<file path="src/rtl/tpd_pkg.sv">
// ============================================================================
// tpd_pkg
// Shared constants and the result layout of the touch packet deframer.
// ============================================================================
package tpd_pkg;

    localparam int unsigned BYTE_W     = 8;
    localparam int unsigned POS_W      = 4;
    localparam int unsigned STORE_AW   = 3;
    localparam int unsigned STORE_D    = 8;
    localparam int unsigned COORD_W    = 16;
    localparam int unsigned FLAGS_W    = 3;
    localparam int unsigned RESULT_W   = 69;
    localparam int unsigned OUT_DATA_W = 72;

    localparam logic [BYTE_W-1:0]  SYNC_BYTE    = 8'h55;
    localparam logic [BYTE_W-1:0]  SUM_SEED     = 8'hAA;
    localparam logic [BYTE_W-1:0]  TOUCH_TYPE   = 8'h54;
    localparam logic [FLAGS_W-1:0] FLAG_PRESS   = 3'h1;
    localparam logic [FLAGS_W-1:0] FLAG_STREAM  = 3'h2;
    localparam logic [FLAGS_W-1:0] FLAG_RELEASE = 3'h4;
    localparam logic [POS_W-1:0]   POS_SYNC     = 4'd0;
    localparam logic [POS_W-1:0]   POS_LAST     = 4'd9;

    typedef struct packed {
        logic [COORD_W-1:0] z_pressure;
        logic [COORD_W-1:0] y_position;
        logic [COORD_W-1:0] x_position;
        logic [FLAGS_W-1:0] touch_flags;
        logic [BYTE_W-1:0]  raw_byte_two;
        logic               is_touch;
        logic [BYTE_W-1:0]  packet_type;
        logic               checksum_good;
    } result_t;

endpackage

</file>
<file path="src/rtl/touch_packet_deframer.sv">
// ============================================================================
// touch_packet_deframer
// Reassembles 10-byte sync-led touch controller packets and reports each
// complete packet with its checksum status and decoded fields.
// ============================================================================
//
//  channel   direction  beat content
//  s_axis    in         one received serial byte
//  m_axis    out        one decoded packet per checksum byte
//
//  One byte per cycle sustained. A byte is registered, then decoded by the
//  position, add and compare logic into the result register.
//  Reset returns to waiting for sync with the checksum seed loaded.
//  A stalled result blocks only a checksum byte; other bytes keep flowing.
module touch_packet_deframer
(
    input  logic                               clk,
    input  logic                               rst_n,
    input  logic                               s_axis_tvalid,
    output logic                               s_axis_tready,
    input  logic [tpd_pkg::BYTE_W-1:0]         s_axis_tdata,  // [7:0] rx_byte
    output logic                               m_axis_tvalid,
    input  logic                               m_axis_tready,
    // [0] checksum_good, [8:1] packet_type, [9] is_touch, [17:10] raw_byte_two,
    // [20:18] touch_flags, [36:21] x_position, [52:37] y_position,
    // [68:53] z_pressure, [71:69] zero
    output logic [tpd_pkg::OUT_DATA_W-1:0]     m_axis_tdata
);

    logic                           in_valid_reg;
    logic [tpd_pkg::BYTE_W-1:0]     in_data_reg;
    logic [tpd_pkg::POS_W-1:0]      pos_reg;
    logic [tpd_pkg::POS_W-1:0]      pos_next;
    logic [tpd_pkg::BYTE_W-1:0]     sum_reg;
    logic [tpd_pkg::BYTE_W-1:0]     sum_next;
    logic [tpd_pkg::BYTE_W-1:0]     store_reg [tpd_pkg::STORE_D];
    logic                           out_valid_reg;
    tpd_pkg::result_t               out_data_reg;
    tpd_pkg::result_t               result;

    logic                           at_sync;
    logic                           at_last;
    logic                           out_free;
    logic                           advance;
    logic                           store_we;
    logic [tpd_pkg::STORE_AW-1:0]   store_addr;
    logic [tpd_pkg::POS_W-1:0]      pos_minus_one;

    assign at_sync  = (pos_reg == tpd_pkg::POS_SYNC);
    assign at_last  = (pos_reg >= tpd_pkg::POS_LAST);
    assign out_free = !out_valid_reg || m_axis_tready;
    assign advance  = in_valid_reg && (!at_last || out_free);

    assign s_axis_tready = !in_valid_reg || advance;

    assign pos_minus_one = pos_reg - tpd_pkg::POS_W'(1);
    assign store_addr    = pos_minus_one[tpd_pkg::STORE_AW-1:0];
    assign store_we      = advance && !at_sync && !at_last;

    always_comb
    begin
        pos_next = pos_reg;
        sum_next = sum_reg;
        if (at_sync)
        begin
            if (in_data_reg == tpd_pkg::SYNC_BYTE)
            begin
                pos_next = tpd_pkg::POS_W'(1);
                sum_next = sum_reg + in_data_reg;
            end
        end
        else if (!at_last)
        begin
            pos_next = pos_reg + tpd_pkg::POS_W'(1);
            sum_next = sum_reg + in_data_reg;
        end
        else
        begin
            pos_next = tpd_pkg::POS_SYNC;
            sum_next = tpd_pkg::SUM_SEED;
        end
    end

    always_comb
    begin
        result.checksum_good = (sum_reg == in_data_reg);
        result.packet_type   = store_reg[0];
        result.is_touch      = (store_reg[0] == tpd_pkg::TOUCH_TYPE);
        result.raw_byte_two  = store_reg[1];
        result.touch_flags   = store_reg[1][tpd_pkg::FLAGS_W-1:0]
                               & (tpd_pkg::FLAG_PRESS | tpd_pkg::FLAG_STREAM
                                  | tpd_pkg::FLAG_RELEASE);
        result.x_position    = {store_reg[3], store_reg[2]};
        result.y_position    = {store_reg[5], store_reg[4]};
        result.z_pressure    = {store_reg[7], store_reg[6]};
    end

    always_ff @(posedge clk or negedge rst_n)
    begin
        if (!rst_n)
        begin
            in_valid_reg  <= 1'b0;
            pos_reg       <= tpd_pkg::POS_SYNC;
            sum_reg       <= tpd_pkg::SUM_SEED;
            out_valid_reg <= 1'b0;
        end
        else
        begin
            if (s_axis_tready)
            begin
                in_valid_reg <= s_axis_tvalid;
            end
            if (advance)
            begin
                pos_reg <= pos_next;
                sum_reg <= sum_next;
            end
            if (advance && at_last)
            begin
                out_valid_reg <= 1'b1;
            end
            else if (m_axis_tready)
            begin
                out_valid_reg <= 1'b0;
            end
        end
    end

    always_ff @(posedge clk)
    begin
        if (s_axis_tready && s_axis_tvalid)
        begin
            in_data_reg <= s_axis_tdata;
        end
        if (store_we)
        begin
            store_reg[store_addr] <= in_data_reg;
        end
        if (advance && at_last)
        begin
            out_data_reg <= result;
        end
    end

    assign m_axis_tvalid = out_valid_reg;
    assign m_axis_tdata  = {(tpd_pkg::OUT_DATA_W - tpd_pkg::RESULT_W)'(0), out_data_reg};

endmodule
</file>
<file path="config.mk">
export PLATFORM = sky130hd
export DESIGN_NAME = touch_packet_deframer
export DESIGN_NICKNAME = d
export VERILOG_FILES = /design/src/rtl/tpd_pkg.sv /design/src/rtl/touch_packet_deframer.sv
export SDC_FILE = /design/constraint.sdc
export NUM_CORES = 1
export LEC_CHECK = 0
export BUFFER_PORTS_ARGS = -buffer_cell sky130_fd_sc_hd__buf_2
export CAP_MARGIN = 20
export CELL_PAD_IN_SITES_DETAIL_PLACEMENT = 1
export CELL_PAD_IN_SITES_GLOBAL_PLACEMENT = 1
export CORE_AREA = 4 4 108 110
export CTS_CLUSTER_SIZE = 20
export DETAILED_ROUTE_END_ITERATION = 10
export DIE_AREA = 0 0 112 114
export GPL_TIMING_DRIVEN = 0
export PLACE_DENSITY_LB_ADDON = 0.1
export SLEW_MARGIN = 20
export SYNTH_ARGS = -nofsm -noshare
export SYNTH_HDL_FRONTEND = slang
export SYNTH_SLANG_ARGS = --single-unit
</file>
<file path="constraint.sdc">
create_clock -name clk -period 7.9 [get_ports clk]
set_clock_uncertainty 0.05 [all_clocks]
set_input_delay 1.185 -clock clk [delete_from_list [all_inputs] [get_ports clk]]
set_output_delay 1.185 -clock clk [all_outputs]
set_load 0.1 [all_outputs]
</file>
Word-level counts from Yosys, hierarchy flattened
Memories as Yosys holds them, arrays and structs flattened. A register that Yosys moved wholly into a read port is not among the register bits.
Cells that the tools add are included.
{"block": "classes", "eq_ne": 4, "n_addsub": 3, "reduce_logical": 15, "n_lt_le_gt_ge": 1, "muxes": 10}
{"cell": "2-to-1 mux 8 bit", "n": 3}
{"cell": "== test 8 x 7 -> 1 bit (second input constant)", "n": 2}
{"cell": "2-to-1 mux 4 bit", "n": 3}
{"cell": "adder 8 bit", "n": 1}
{"cell": "== test 8 bit", "n": 1}
{"cell": "logical AND 1 bit", "n": 5}
{"cell": "adder 4 x 1 -> 4 bit (second input constant)", "n": 1}
{"cell": "greater-or-equal comparator 4 bit (second input constant)", "n": 1}
{"cell": "zero test 1 bit", "n": 4}
{"cell": "zero test 4 bit", "n": 1}
{"cell": "2-to-1 mux 1 bit", "n": 4}
{"cell": "logical OR 1 bit", "n": 3}
{"cell": "subtractor 3 x 1 -> 3 bit (second input constant)", "n": 1}
{"cell": "inequality test 2 x 1 -> 1 bit (second input constant)", "n": 1}
{"cell": "AND reduction 2 bit", "n": 1}
{"cell": "nonzero test 2 bit", "n": 1}
{"block": "totals", "input_bits": 12, "reg_bits": 43, "ramBits": 64, "wordCells": 44, "n_memories": 1}
{"memory": "store_reg", "words": 8, "width": 8, "read_ports": 8, "rd_ports_with_merged_regs": 6, "wr": 1, "line_no": "touch_packet_deframer.sv:36", "source": "logic [tpd_pkg::BYTE_W-1:0] store_reg [tpd_pkg::STORE_D];"}

Logic depth before layout (Yosys ltp)
Gate-level depths: netlist (run 1).
{"block": "depth", "word_depth": 8, "mapped_depth": 9, "depth_no_buf": 8}

Worst setup path before layout (run 1)
No wires, ideal clock.
{"block": "synth_timing", "path_type": "register -> register", "from": "reg pos_reg[0] in the netlist's numbering", "to": "reg out_data_reg, in the netlist m_axis_tdata[0] (enable)", "arrival_time_ps": 4188, "path_stages_with_launch": 9, "setup_ps": 490, "setup_slack_ps": 3172, "path_cell_list": "dfrtp_1 clkbuf_1 inv_1 ha_1 nand2b_4 nor2_1 nor2_2 nand2_1 nor2_1"}
{"block": "synth_between", "elab_chain_len": 5}
{"item": "start, declared", "line_no": "touch_packet_deframer.sv:32", "source": "logic [tpd_pkg::POS_W-1:0] pos_reg;"}
{"item": "start signal, assigned", "line_no": "touch_packet_deframer.sv:103", "source": "pos_reg <= tpd_pkg::POS_SYNC;"}
{"item": "start signal, assigned", "line_no": "touch_packet_deframer.sv:115", "source": "pos_reg <= pos_next;"}
{"item": "greater-or-equal comparator 4 bit (*)", "line_no": "touch_packet_deframer.sv:50", "source": "assign at_last = (pos_reg >= tpd_pkg::POS_LAST);"}
{"item": "zero test 1 bit"}
{"item": "logical OR 1 bit", "line_no": "touch_packet_deframer.sv:52", "source": "assign advance = in_valid_reg && (!at_last || out_free);"}
{"item": "logical AND 1 bit", "line_no": "touch_packet_deframer.sv:52"}
{"item": "logical AND 1 bit (*)", "line_no": "touch_packet_deframer.sv:139", "source": "if (advance && at_last)"}
{"item": "end signal, assigned", "line_no": "touch_packet_deframer.sv:141", "source": "out_data_reg <= result;"}
{"item": "end, declared", "line_no": "touch_packet_deframer.sv:38", "source": "tpd_pkg::result_t out_data_reg;"}
Every way passes the cells marked *; elsewhere a longest branch is shown, timed or not.
A chain may end at the register's enable or synchronous reset.

Worst setup path in the final report (run 1)
{"block": "layout_timing", "from": "reg pos_reg[0] in the netlist's numbering", "to": "out s_axis_tready"}
{"block": "layout_between", "elab_chain_len": 5}
{"item": "greater-or-equal comparator 4 bit", "line_no": "touch_packet_deframer.sv:50"}
{"item": "zero test 1 bit"}
{"item": "logical OR 1 bit", "line_no": "touch_packet_deframer.sv:52"}
{"item": "logical AND 1 bit", "line_no": "touch_packet_deframer.sv:52"}
{"item": "logical OR 1 bit", "line_no": "touch_packet_deframer.sv:54", "source": "assign s_axis_tready = !in_valid_reg || advance;"}
{"item": "end, declared", "line_no": "touch_packet_deframer.sv:20", "source": "output logic s_axis_tready,"}
No other way between the ends.

==> results of run 1 <==
==> kinds of logic after synthesis <==
group,Yosys count,synth area share
simple gates,50,0.0519
other cells,1,0.000698
buf+inv,15,0.0161
xor+xnor,5,0.00815
fa+ha+maj,11,0.0270
compound gates,40,0.0589
flops,152,0.837
==> power groups by stage <==
| stage | registers [mW] | logic (mW) | clock network [mW] |
|---|---|---|---|
| global route | 1.11 | 0.715 | 0.827 |
| finish | 1.10 | 0.668 | 0.767 |
| CTS | 1.10 | 0.665 | 0.780 |
| floorplan | 1.31 | 0.313 | 0 |
| detailed placement | 1.11 | 0.656 | 0 |
| global placement | 1.11 | 0.622 | 0 |
==> area by class of cell <==
type	instances	area, um2
clock inverters	10	128
clock buffers	22	433
flip-flops and latches	152	4500
plain buffers	8	60.1
repair buffers	85	455
multi-input cells	109	836
fillers	985	4090
well taps	140	175
inverters	7	26.3
==> per-stage QoR <==
stage                     total power, mW  instance area, um2  hold slack (ns)  setup slack (ns)  utilization
after detailed placement             1.77                6030            0.356              4.53        0.564
after global routing                 2.65                6610            0.375              3.73        0.618
after CTS                            2.54                6590            0.370              3.93        0.616
after floorplan                      1.62                5380            0.350              3.17            -
final                                2.53                6610            0.368              3.91        0.618
after global placement               1.73                5970            0.350              1.80        0.558
==> worst max-delay path, cell delays in order (launching register included) <==
cell      delay [ns]
dfrtp_1         0.37
clkbuf_1        0.39
inv_1           0.13
ha_1            0.31
nand2b_4        0.14
nor2_1          0.06
nor2_2          0.33
nand3_1         0.18
buf_2           0.33
==> worst max-delay path by stage <==
stage / start / endpoint / slack (ns)
final: pos_reg[0] / s_axis_tready / 3.91
after global routing: pos_reg[0] / s_axis_tready / 3.73
after CTS: pos_reg[0] / s_axis_tready / 3.93
after detailed placement: pos_reg[0] / s_axis_tready / 4.53
after global placement: pos_reg[0] / m_axis_tdata[7] / 1.80
after floorplan: pos_reg[0] / m_axis_tdata[0] / 3.17
==> synth_stat cells (4+ instances only) <==
| library cell | n |
|---|---|
| buf_4 | 6 |
| o21ai_0 | 8 |
| nor3_1 | 6 |
| nor2_1 | 8 |
| edfxtp_1 | 138 |
| nor4_1 | 4 |
| ha_1 | 10 |
| nand3_1 | 4 |
| inv_1 | 7 |
| nand2_1 | 13 |
| dfstp_2 | 4 |
| a21oi_1 | 4 |
| o211ai_1 | 4 |
| dfrtp_1 | 10 |
==> routing by layer <==
| metal | GRT usage | vias to the layer above | part of all wire |
|---|---|---|---|
| li1 | - | 1282 | - |
| met1 | 0.221 | 1371 | 0.42 |
| met2 | 0.303 | 74 | 0.52 |
| met3 | 0.0414 | 10 | 0.050 |
| met4 | 0.0649 | 0 | 0.013 |
| met5 | 0 | - | 0 |
==> flow_summary.json, run 1 <==
{
  "min_path_type": "reg -> reg",
  "powerDensity_mw_per_mm2": 383,
  "pwr-share-clk": 0.303,
  "p_comb_frac": 0.264,
  "drt_iter0_drc": 204,
  "die-area_mm2": 0.0128,
  "clk_pin_slew_ns": 0.06,
  "ys.flop_type": "edfxtp_1",
  "drv_slew": 0,
  "initial_utilization": 0.502,
  "netlist_top_cells_area": "edfxtp_1, dfrtp_1, ha_1",
  "ys.warnings.count": 0,
  "rows": 38,
  "drive_gt1_frac": 0.351,
  "clk_latency_ns": 0.51,
  "synth_top_cell_area_share": 0.771,
  "cts.repair.resized": 0,
  "synth_seq_cells": 152,
  "die_w_um": 112,
  "drv_cap": 0,
  "drc": 0,
  "timing.reg2reg.setup_slack_ns": 4.80,
  "grt-ovfl-total": 0,
  "rsz0062_at_grt": "no",
  "io_pins": 86,
  "ys_seq_area_frac": 0.837,
  "post-dp-hpwl_mm": 6.81,
  "min_period_over_period": 0.505,
  "post_cts_buffers": 0,
  "grt_first_pass_wirelength_mm": 16.5,
  "routed_via_density": 5.14,
  "dp_cells": 501,
  "cp.arrival_ns": 2.76,
  "setup_tns_ns": 0,
  "hold_viol": 0,
  "grt_usage": 0.176,
  "antenna_found_initial": 0,
  "pwr-share-seq": 0.433,
  "grt_pass1_vias": 2927,
  "slew_headroom": 0.378,
  "fin_nets": 403,
  "syn_inst": 274,
  "fmax_ghz": 0.250,
  "min_path_cells": 0,
  "cts_tree": "built",
  "post-synth-top-area-cell": "edfxtp_1",
  "rr_worst_depth": 10,
  "clock_sinks": 152,
  "drt_pass1_iterations": 4,
  "r2r-start": "pos_reg[0]",
  "cts_root_buf": "clkbuf_8",
  "worst_pin_slew_ns": 0.925,
  "r2r_end": "m_axis_tdata[37]",
  "num_antenna_cells": 0,
  "grt_max_degree": 32,
  "min_to": "m_axis_tdata[56]",
  "worst_setup_path_start_kind": "register",
  "avgRoutedWirePerCell_um": 19.7,
  "die_y_um": 114,
  "synth_cell_types": 46,
  "final_cell_mix": "edfxtp_1, buf_2, clkbuf_16",
  "io_buffers": 82,
  "synth.cell_area_mm2": 0.00537,
  "status": "finished clean",
  "min_from": "store_reg[6][3]",
  "area.growth.synth_to_final_pct": 23.1,
  "setup_viol": 0,
  "drt-total-wl_mm": 10.5,
  "end_kind": "output pin",
  "synth_edf_count": 138,
  "largest_reg_flops": 66,
  "via_count": 2737,
  "p_int_mw": 1.68,
  "cts_hold_buf": 0,
  "ir_drop_v": 0.000152,
  "core_area_mm2": 0.0107,
  "final_common_cell": "edfxtp_1",
  "cts_buffers": 17,
  "cts_htree_levels": 4,
  "routabilityCongestion": 0.785,
  "syn_area_per_cell_um2": 19.6,
  "cts.path.max_buffers": 2,
  "layout.cells.non_filler": 533,
  "cp.required_ns": 6.66,
  "power.net_switching_uw": 849,
  "min_period_ns": 3.99,
  "swShare": 0.336,
  "synth-async-reset-ratio": 0.0921,
  "leakage_nw": 2.44,
  "ant_nets": 0,
  "path_max_fanout": 9,
  "critPathKind": "reg -> out"
}
(Power assumes the default switching activity.)
==> inputs of run 2 (changes only) <==
Settings changed: ABC_AREA from default to 1, CORE_AREA 4 4 108 110 to 4 4 113 115, DIE_AREA 0 0 112 114 to 0 0 117 119.
Clock period 7.9 ns to 4 ns, I/O delays scaled along.
==> run 2 against run 1 <==
Compared with the run above: flip-flop and latch count is the same; design area is 0.57% lower; first-iteration DRC count decreased by 3.9%; synthesized cell count rose by 18%; area after synthesis increased by 1.5%; utilization decreased by 6.1 points.
==> flow_summary.json, run 2 <==
{
  "status": "finished clean",
  "io_pins": 86,
  "largest_reg_flops": 66,
  "core_area_mm2": 0.0118,
  "cp.required_ns": 3.35,
  "synth_common_cells": "edfxtp_1, nand2_1, inv_1",
  "post-synth-top-area-cell": "edfxtp_1",
  "routabilityCongestion": 0.783,
  "drt_iter0_drc": 196,
  "leakage_nw": 2.56,
  "post-dp-hpwl_mm": 7.06,
  "min_period_over_period": 0.736,
  "cts_root_buf": "clkbuf_16",
  "rsz0062_at_grt": "no",
  "slew_headroom": 0.489,
  "dpl_cell_area_mm2": 0.00608,
  "routed_via_density": 4.80,
  "slowest_delay_ns": 0.46,
  "synth_seq_cells": 152,
  "cts.path.max_buffers": 2,
  "drive_gt1_frac": 0.328,
  "setup_viol": 0,
  "die_w_um": 117,
  "grt-ovfl-total": 0,
  "initial_utilization": 0.462,
  "post_cts_buffers": 0,
  "setup_tns_ns": 0,
  "crit_chain": "inv_1 > ha_1 > nand3_4 > nand2_2 > inv_1 > nand3_1 > buf_2",
  "r2r_end": "store_reg[4][0]",
  "r2r-start": "pos_reg[0]",
  "drv_slew": 0,
  "cts_buffers": 17,
  "cts.repair.resized": 0,
  "io_buffers": 82,
  "cts_htree_levels": 4,
  "drt-total-wl_mm": 10.4,
  "powerDensity_mw_per_mm2": 777,
  "final_common_cell": "edfxtp_1",
  "nFillCells": 1130,
  "die_y_um": 119,
  "timing.reg2reg.setup_slack_ns": 1.42,
  "ys_seq_area_frac": 0.825,
  "drt_pass1_iterations": 4,
  "min_path_type": "in -> async",
  "rr_worst_depth": 8,
  "worst_setup_path_start_kind": "register",
  "synth.cell_area_mm2": 0.00546,
  "clk_latency_ns": 0.41,
  "ant_nets": 0,
  "path_max_fanout": 10,
  "min_period_ns": 2.94,
  "num_antenna_cells": 0,
  "grt_pass1_vias": 2926,
  "worst_pin_slew_ns": 0.763,
  "syn_inst": 324,
  "grt_max_degree": 47,
  "grt_first_pass_wirelength_mm": 16.6,
  "netlist_top_cells_area": "edfxtp_1, dfrtp_1, nand2_1",
  "fin_nets": 451,
  "antenna_found_initial": 0,
  "synth-async-reset-ratio": 0.0921,
  "grt_usage": 0.164,
  "syn_area_per_cell_um2": 16.8,
  "die-area_mm2": 0.0139,
  "fin_area_mm2": 0.00658,
  "ys.flop_type": "edfxtp_1",
  "clk_pin_slew_ns": 0.06,
  "end_kind": "output pin",
  "cp_slowest_cell": "dfrtp_1",
  "cp.arrival_ns": 2.29,
  "clock_sinks": 152,
  "rows": 40,
  "ys.warnings.count": 0,
  "critPathCapture": "s_axis_tready",
  "crit_path_frequent_cell": "inv_1",
  "cts_hold_buf": 0,
  "drv_cap": 0,
  "area.growth.synth_to_final_pct": 20.5,
  "crit_path_start": "pos_reg[0]",
  "avgRoutedWirePerCell_um": 17.8,
  "synthMostInstantiatedCell": "edfxtp_1",
  "synth_cell_types": 29,
  "ir_drop_v": 0.000349,
  "drc": 0,
  "synth_edf_count": 138,
  "hold_viol": 0,
  "cts_tree": "built",
  "via_count": 2798,
  "fmax_ghz": 0.340,
  "critPathKind": "reg -> out",
  "final_cell_mix": "edfxtp_1, buf_2, nand2_1",
  "synth_top_cell_area_share": 0.759
}
==> run 2: metal layers <==
layer,global-route usage,part of all wire,up-vias
li1,-,-,1338
met1,0.217,0.44,1379
met2,0.257,0.50,73
met3,0.0498,0.049,8
met4,0.0559,0.0095,0
met5,0,0,-
==> run 2: kinds of logic after synthesis <==
family,after synthesis,share of synthesized area
AOI/OAI and AO/OA,13,0.0144
xor gates and xnor gates,5,0.00803
adders and majority gates,11,0.0266
buffers and inverters,38,0.0332
DFF,152,0.825
other,1,0.000687
and+or+nand+nor,104,0.0924
==> run 2: worst min path at each step <==
stage	to	slack, ns	cells past startpoint
final	pos_reg[3]	0.04	1
after global routing	pos_reg[3]	0.04	1
after floorplan	in_valid_reg	0.25	0
after detailed placement	m_axis_tdata[56]	0.36	0
after CTS	sum_reg[4]	0.04	1
after global placement	m_axis_tdata[16]	0.35	0
==> run 2: cell type report <==
| cell class | instances | area [um2] | share of cell area |
|---|---|---|---|
| inverters | 31 | 119 | 0.0181 |
| repair buffers | 83 | 430 | 0.0655 |
| clock inverters | 8 | 61.3 | 0.00932 |
| flip-flops and latches | 152 | 4500 | 0.684 |
| multi-input cells | 136 | 783 | 0.119 |
| plain buffers | 7 | 65.1 | 0.00990 |
| well taps | 147 | 184 | 0.0280 |
| clock buffers | 19 | 433 | 0.0658 |
==> run 2: power by group <==
| group | leakage, nW | switching, mW | internal [mW] | total, mW |
|---|---|---|---|---|
| Combinational | 0.902 | 1.20 | 0.338 | 1.54 |
| Clock | 0.238 | 0.538 | 0.823 | 1.36 |
| Sequential | 1.42 | 0.129 | 2.08 | 2.21 |
| Total | 2.56 | 1.87 | 3.24 | 5.11 |
==> run 2: through the flow <==
step / hold WS (ns) / instances / setup WS [ns] / utilization / power [mW]
global route: 0.0436 / 583 / 0.892 / 0.557 / 5.40
global placement: 0.351 / 555 / 0.343 / 0.513 / 3.74
CTS: 0.0426 / 583 / 1.00 / 0.557 / 5.17
detailed placement: 0.356 / 556 / 1.38 / 0.515 / 3.79
floorplan: 0.254 / 326 / 1.01 / - / 3.48
finish: 0.0426 / 583 / 1.06 / 0.557 / 5.11
==> run 2: critical path: cells and delay by family, from the launching register on <==
kind | cells | cell delay (ns)
and+or+nand+nor | 3 | 0.46
adders and majority gates | 1 | 0.26
DFF | 1 | 0.46
buffers and inverters | 3 | 0.71
==> inputs of run 3 (changes only) <==
Settings changed: CORE_AREA 4 4 113 115 to 4 4 119 121, DIE_AREA 0 0 117 119 to 0 0 123 125.
Clock period 4 ns to 2.4 ns, I/O delays scaled along.
==> run 3 against run 2 <==
Compared with the run above: utilization down 3.7 points; cell count up 6.3%; worst setup slack worse by 1.0 ns; via count about the same; sequential share of layout area down 2.2 points; clock power up 83%; critical path type is now reg -> reg.
==> flow_summary.json, run 3 (same netlist as run 2, synthesis figures left out) <==
{
  "post-dp-hpwl_mm": 6.70,
  "io_buffers": 82,
  "path_max_fanout": 10,
  "powerDensity_mw_per_mm2": 1300,
  "cp.arrival_ns": 2.36,
  "die_y_um": 125,
  "slew_headroom": 0.521,
  "grt_usage": 0.141,
  "ant_nets": 0,
  "min_period_ns": 2.37,
  "slowest_delay_ns": 0.56,
  "routabilityCongestion": 0.762,
  "largest_reg_flops": 66,
  "min_period_over_period": 0.987,
  "ir_drop_v": 0.000549,
  "cts_tree": "built",
  "drive_gt1_frac": 0.381,
  "area.growth.synth_to_final_pct": 24.6,
  "cp.required_ns": 2.39,
  "min_path_cells": 1,
  "dpl_cell_area_mm2": 0.00618,
  "clk_pin_slew_ns": 0.06,
  "antenna_found_initial": 0,
  "power.net_switching_mw": 3.24,
  "cts.path.max_buffers": 2,
  "dp_cells": 586,
  "setup_viol": 0,
  "critPathTopFamily": "simple AND/OR/NAND/NOR gates",
  "die-area_mm2": 0.0154,
  "drc": 0,
  "final_common_cell": "edfxtp_1",
  "drt_iter0_drc": 125,
  "rows": 42,
  "io_pins": 86,
  "leakage_nw": 2.63,
  "grt_max_degree": 28,
  "min_path_type": "in -> reg",
  "timing.reg2reg.setup_slack_ns": 0.03,
  "setup_slack_ns": 0.0305,
  "drt_pass1_iterations": 4,
  "initial_utilization": 0.417,
  "fin_area_mm2": 0.00680,
  "crit_chain": "inv_2 > ha_2 > nand3_4 > nand2_8 > nand3_2 > inv_1 > nand2_2 > nor2_1",
  "place_ws_ns": -0.0709,
  "grt-ovfl-total": 0,
  "rsz0062_at_grt": "yes",
  "cts_root_buf": "clkbuf_16",
  "cp_slowest_cell": "nor2_1",
  "clock_sinks": 152,
  "setup_tns_ns": 0,
  "cts_htree_levels": 4,
  "worst_setup_path_start_kind": "register",
  "die_w_um": 123,
  "r2r_end": "store_reg[6][7]",
  "p_comb_frac": 0.301,
  "rr_worst_depth": 8,
  "power.total_mw": 8.83,
  "pwr-share-clk": 0.282,
  "path_buf_inv": 2,
  "hold_viol": 0,
  "swShare": 0.367,
  "status": "finished clean",
  "drt-total-wl_mm": 10.1,
  "grt_pass1_vias": 2921,
  "pwr-share-seq": 0.417,
  "layout.cells.non_filler": 620,
  "fmax_ghz": 0.422,
  "critPathKind": "reg -> reg",
  "cts_buffers": 17,
  "final_cell_mix": "edfxtp_1, buf_2, nand2_1",
  "routed_via_density": 4.51,
  "r2r-start": "pos_reg[0]",
  "via_count": 2796,
  "worst_pin_slew_ns": 0.715,
  "end_kind": "register",
  "clk_latency_ns": 0.41,
  "core_area_mm2": 0.0131,
  "min_to": "in_data_reg[4]",
  "avgRoutedWirePerCell_um": 16.3,
  "drv_slew": 0,
  "p_int_mw": 5.59,
  "min_from": "s_axis_tdata[4]",
  "num_antenna_cells": 0,
  "fin_nets": 454,
  "grt_first_pass_wirelength_mm": 15.6,
  "drv_cap": 0
}
-- run 3: worst max-delay path by stage --
stage / from / end / slack, ns / depth (start not counted)
after floorplan: m_axis_tvalid / m_axis_tdata[0] / -0.09 / 7
after global placement: pos_reg[0] / m_axis_tdata[42] / -0.66 / 7
after detailed placement: pos_reg[0] / m_axis_tdata[14] / -0.07 / 9
after CTS: pos_reg[0] / store_reg[0][1] / -0.01 / 8
after global routing: pos_reg[0] / store_reg[6][1] / -0.11 / 8
final: pos_reg[0] / store_reg[6][7] / 0.03 / 8
-- run 3: power by group through the flow --
stage	clock network, mW	registers [mW]	logic, mW
finish	2.49	3.69	2.66
global placement	0	3.73	2.55
CTS	2.56	3.69	2.66
global route	2.70	3.73	2.89
detailed placement	0	3.74	2.63
floorplan	0	4.65	1.19
-- run 3: per-stage QoR --
step	hold slack, ns	utilization
2_1_floorplan	0.0144	-
3_3_place_gp	0.250	0.469
3_5_place_dp	0.249	0.472
4_1_cts	0.0474	0.518
5_1_grt	0.0416	0.520
6_report	0.0685	0.520
-- run 3: final cells by class --
| class | count | area [um2] |
|---|---|---|
| multi-input combinational | 136 | 835 |
| clock buffer | 18 | 429 |
| inverter | 31 | 123 |
| timing repair buffer | 86 | 490 |
| tap | 176 | 220 |
| fill | 1299 | 6290 |
| buffer | 7 | 65.1 |
| sequential | 152 | 4500 |
| clock inverter | 14 | 131 |
-- run 3: per-layer routing --
metal,global-route usage,vias up,part of all wire
li1,-,1347,-
met1,0.176,1347,0.44
met2,0.218,86,0.48
met3,0.0528,16,0.063
met4,0.0658,0,0.021
met5,0,-,0
-- run 3: what timing repair did --
item                       in CTS  in global routing
buffers inserted                1                  0
setup endpoints to repair      52                 41
hold endpoints to repair       10                  0
gates cloned                    0                  0
gates resized for setup         5                  6
hold buffers                    1                  0
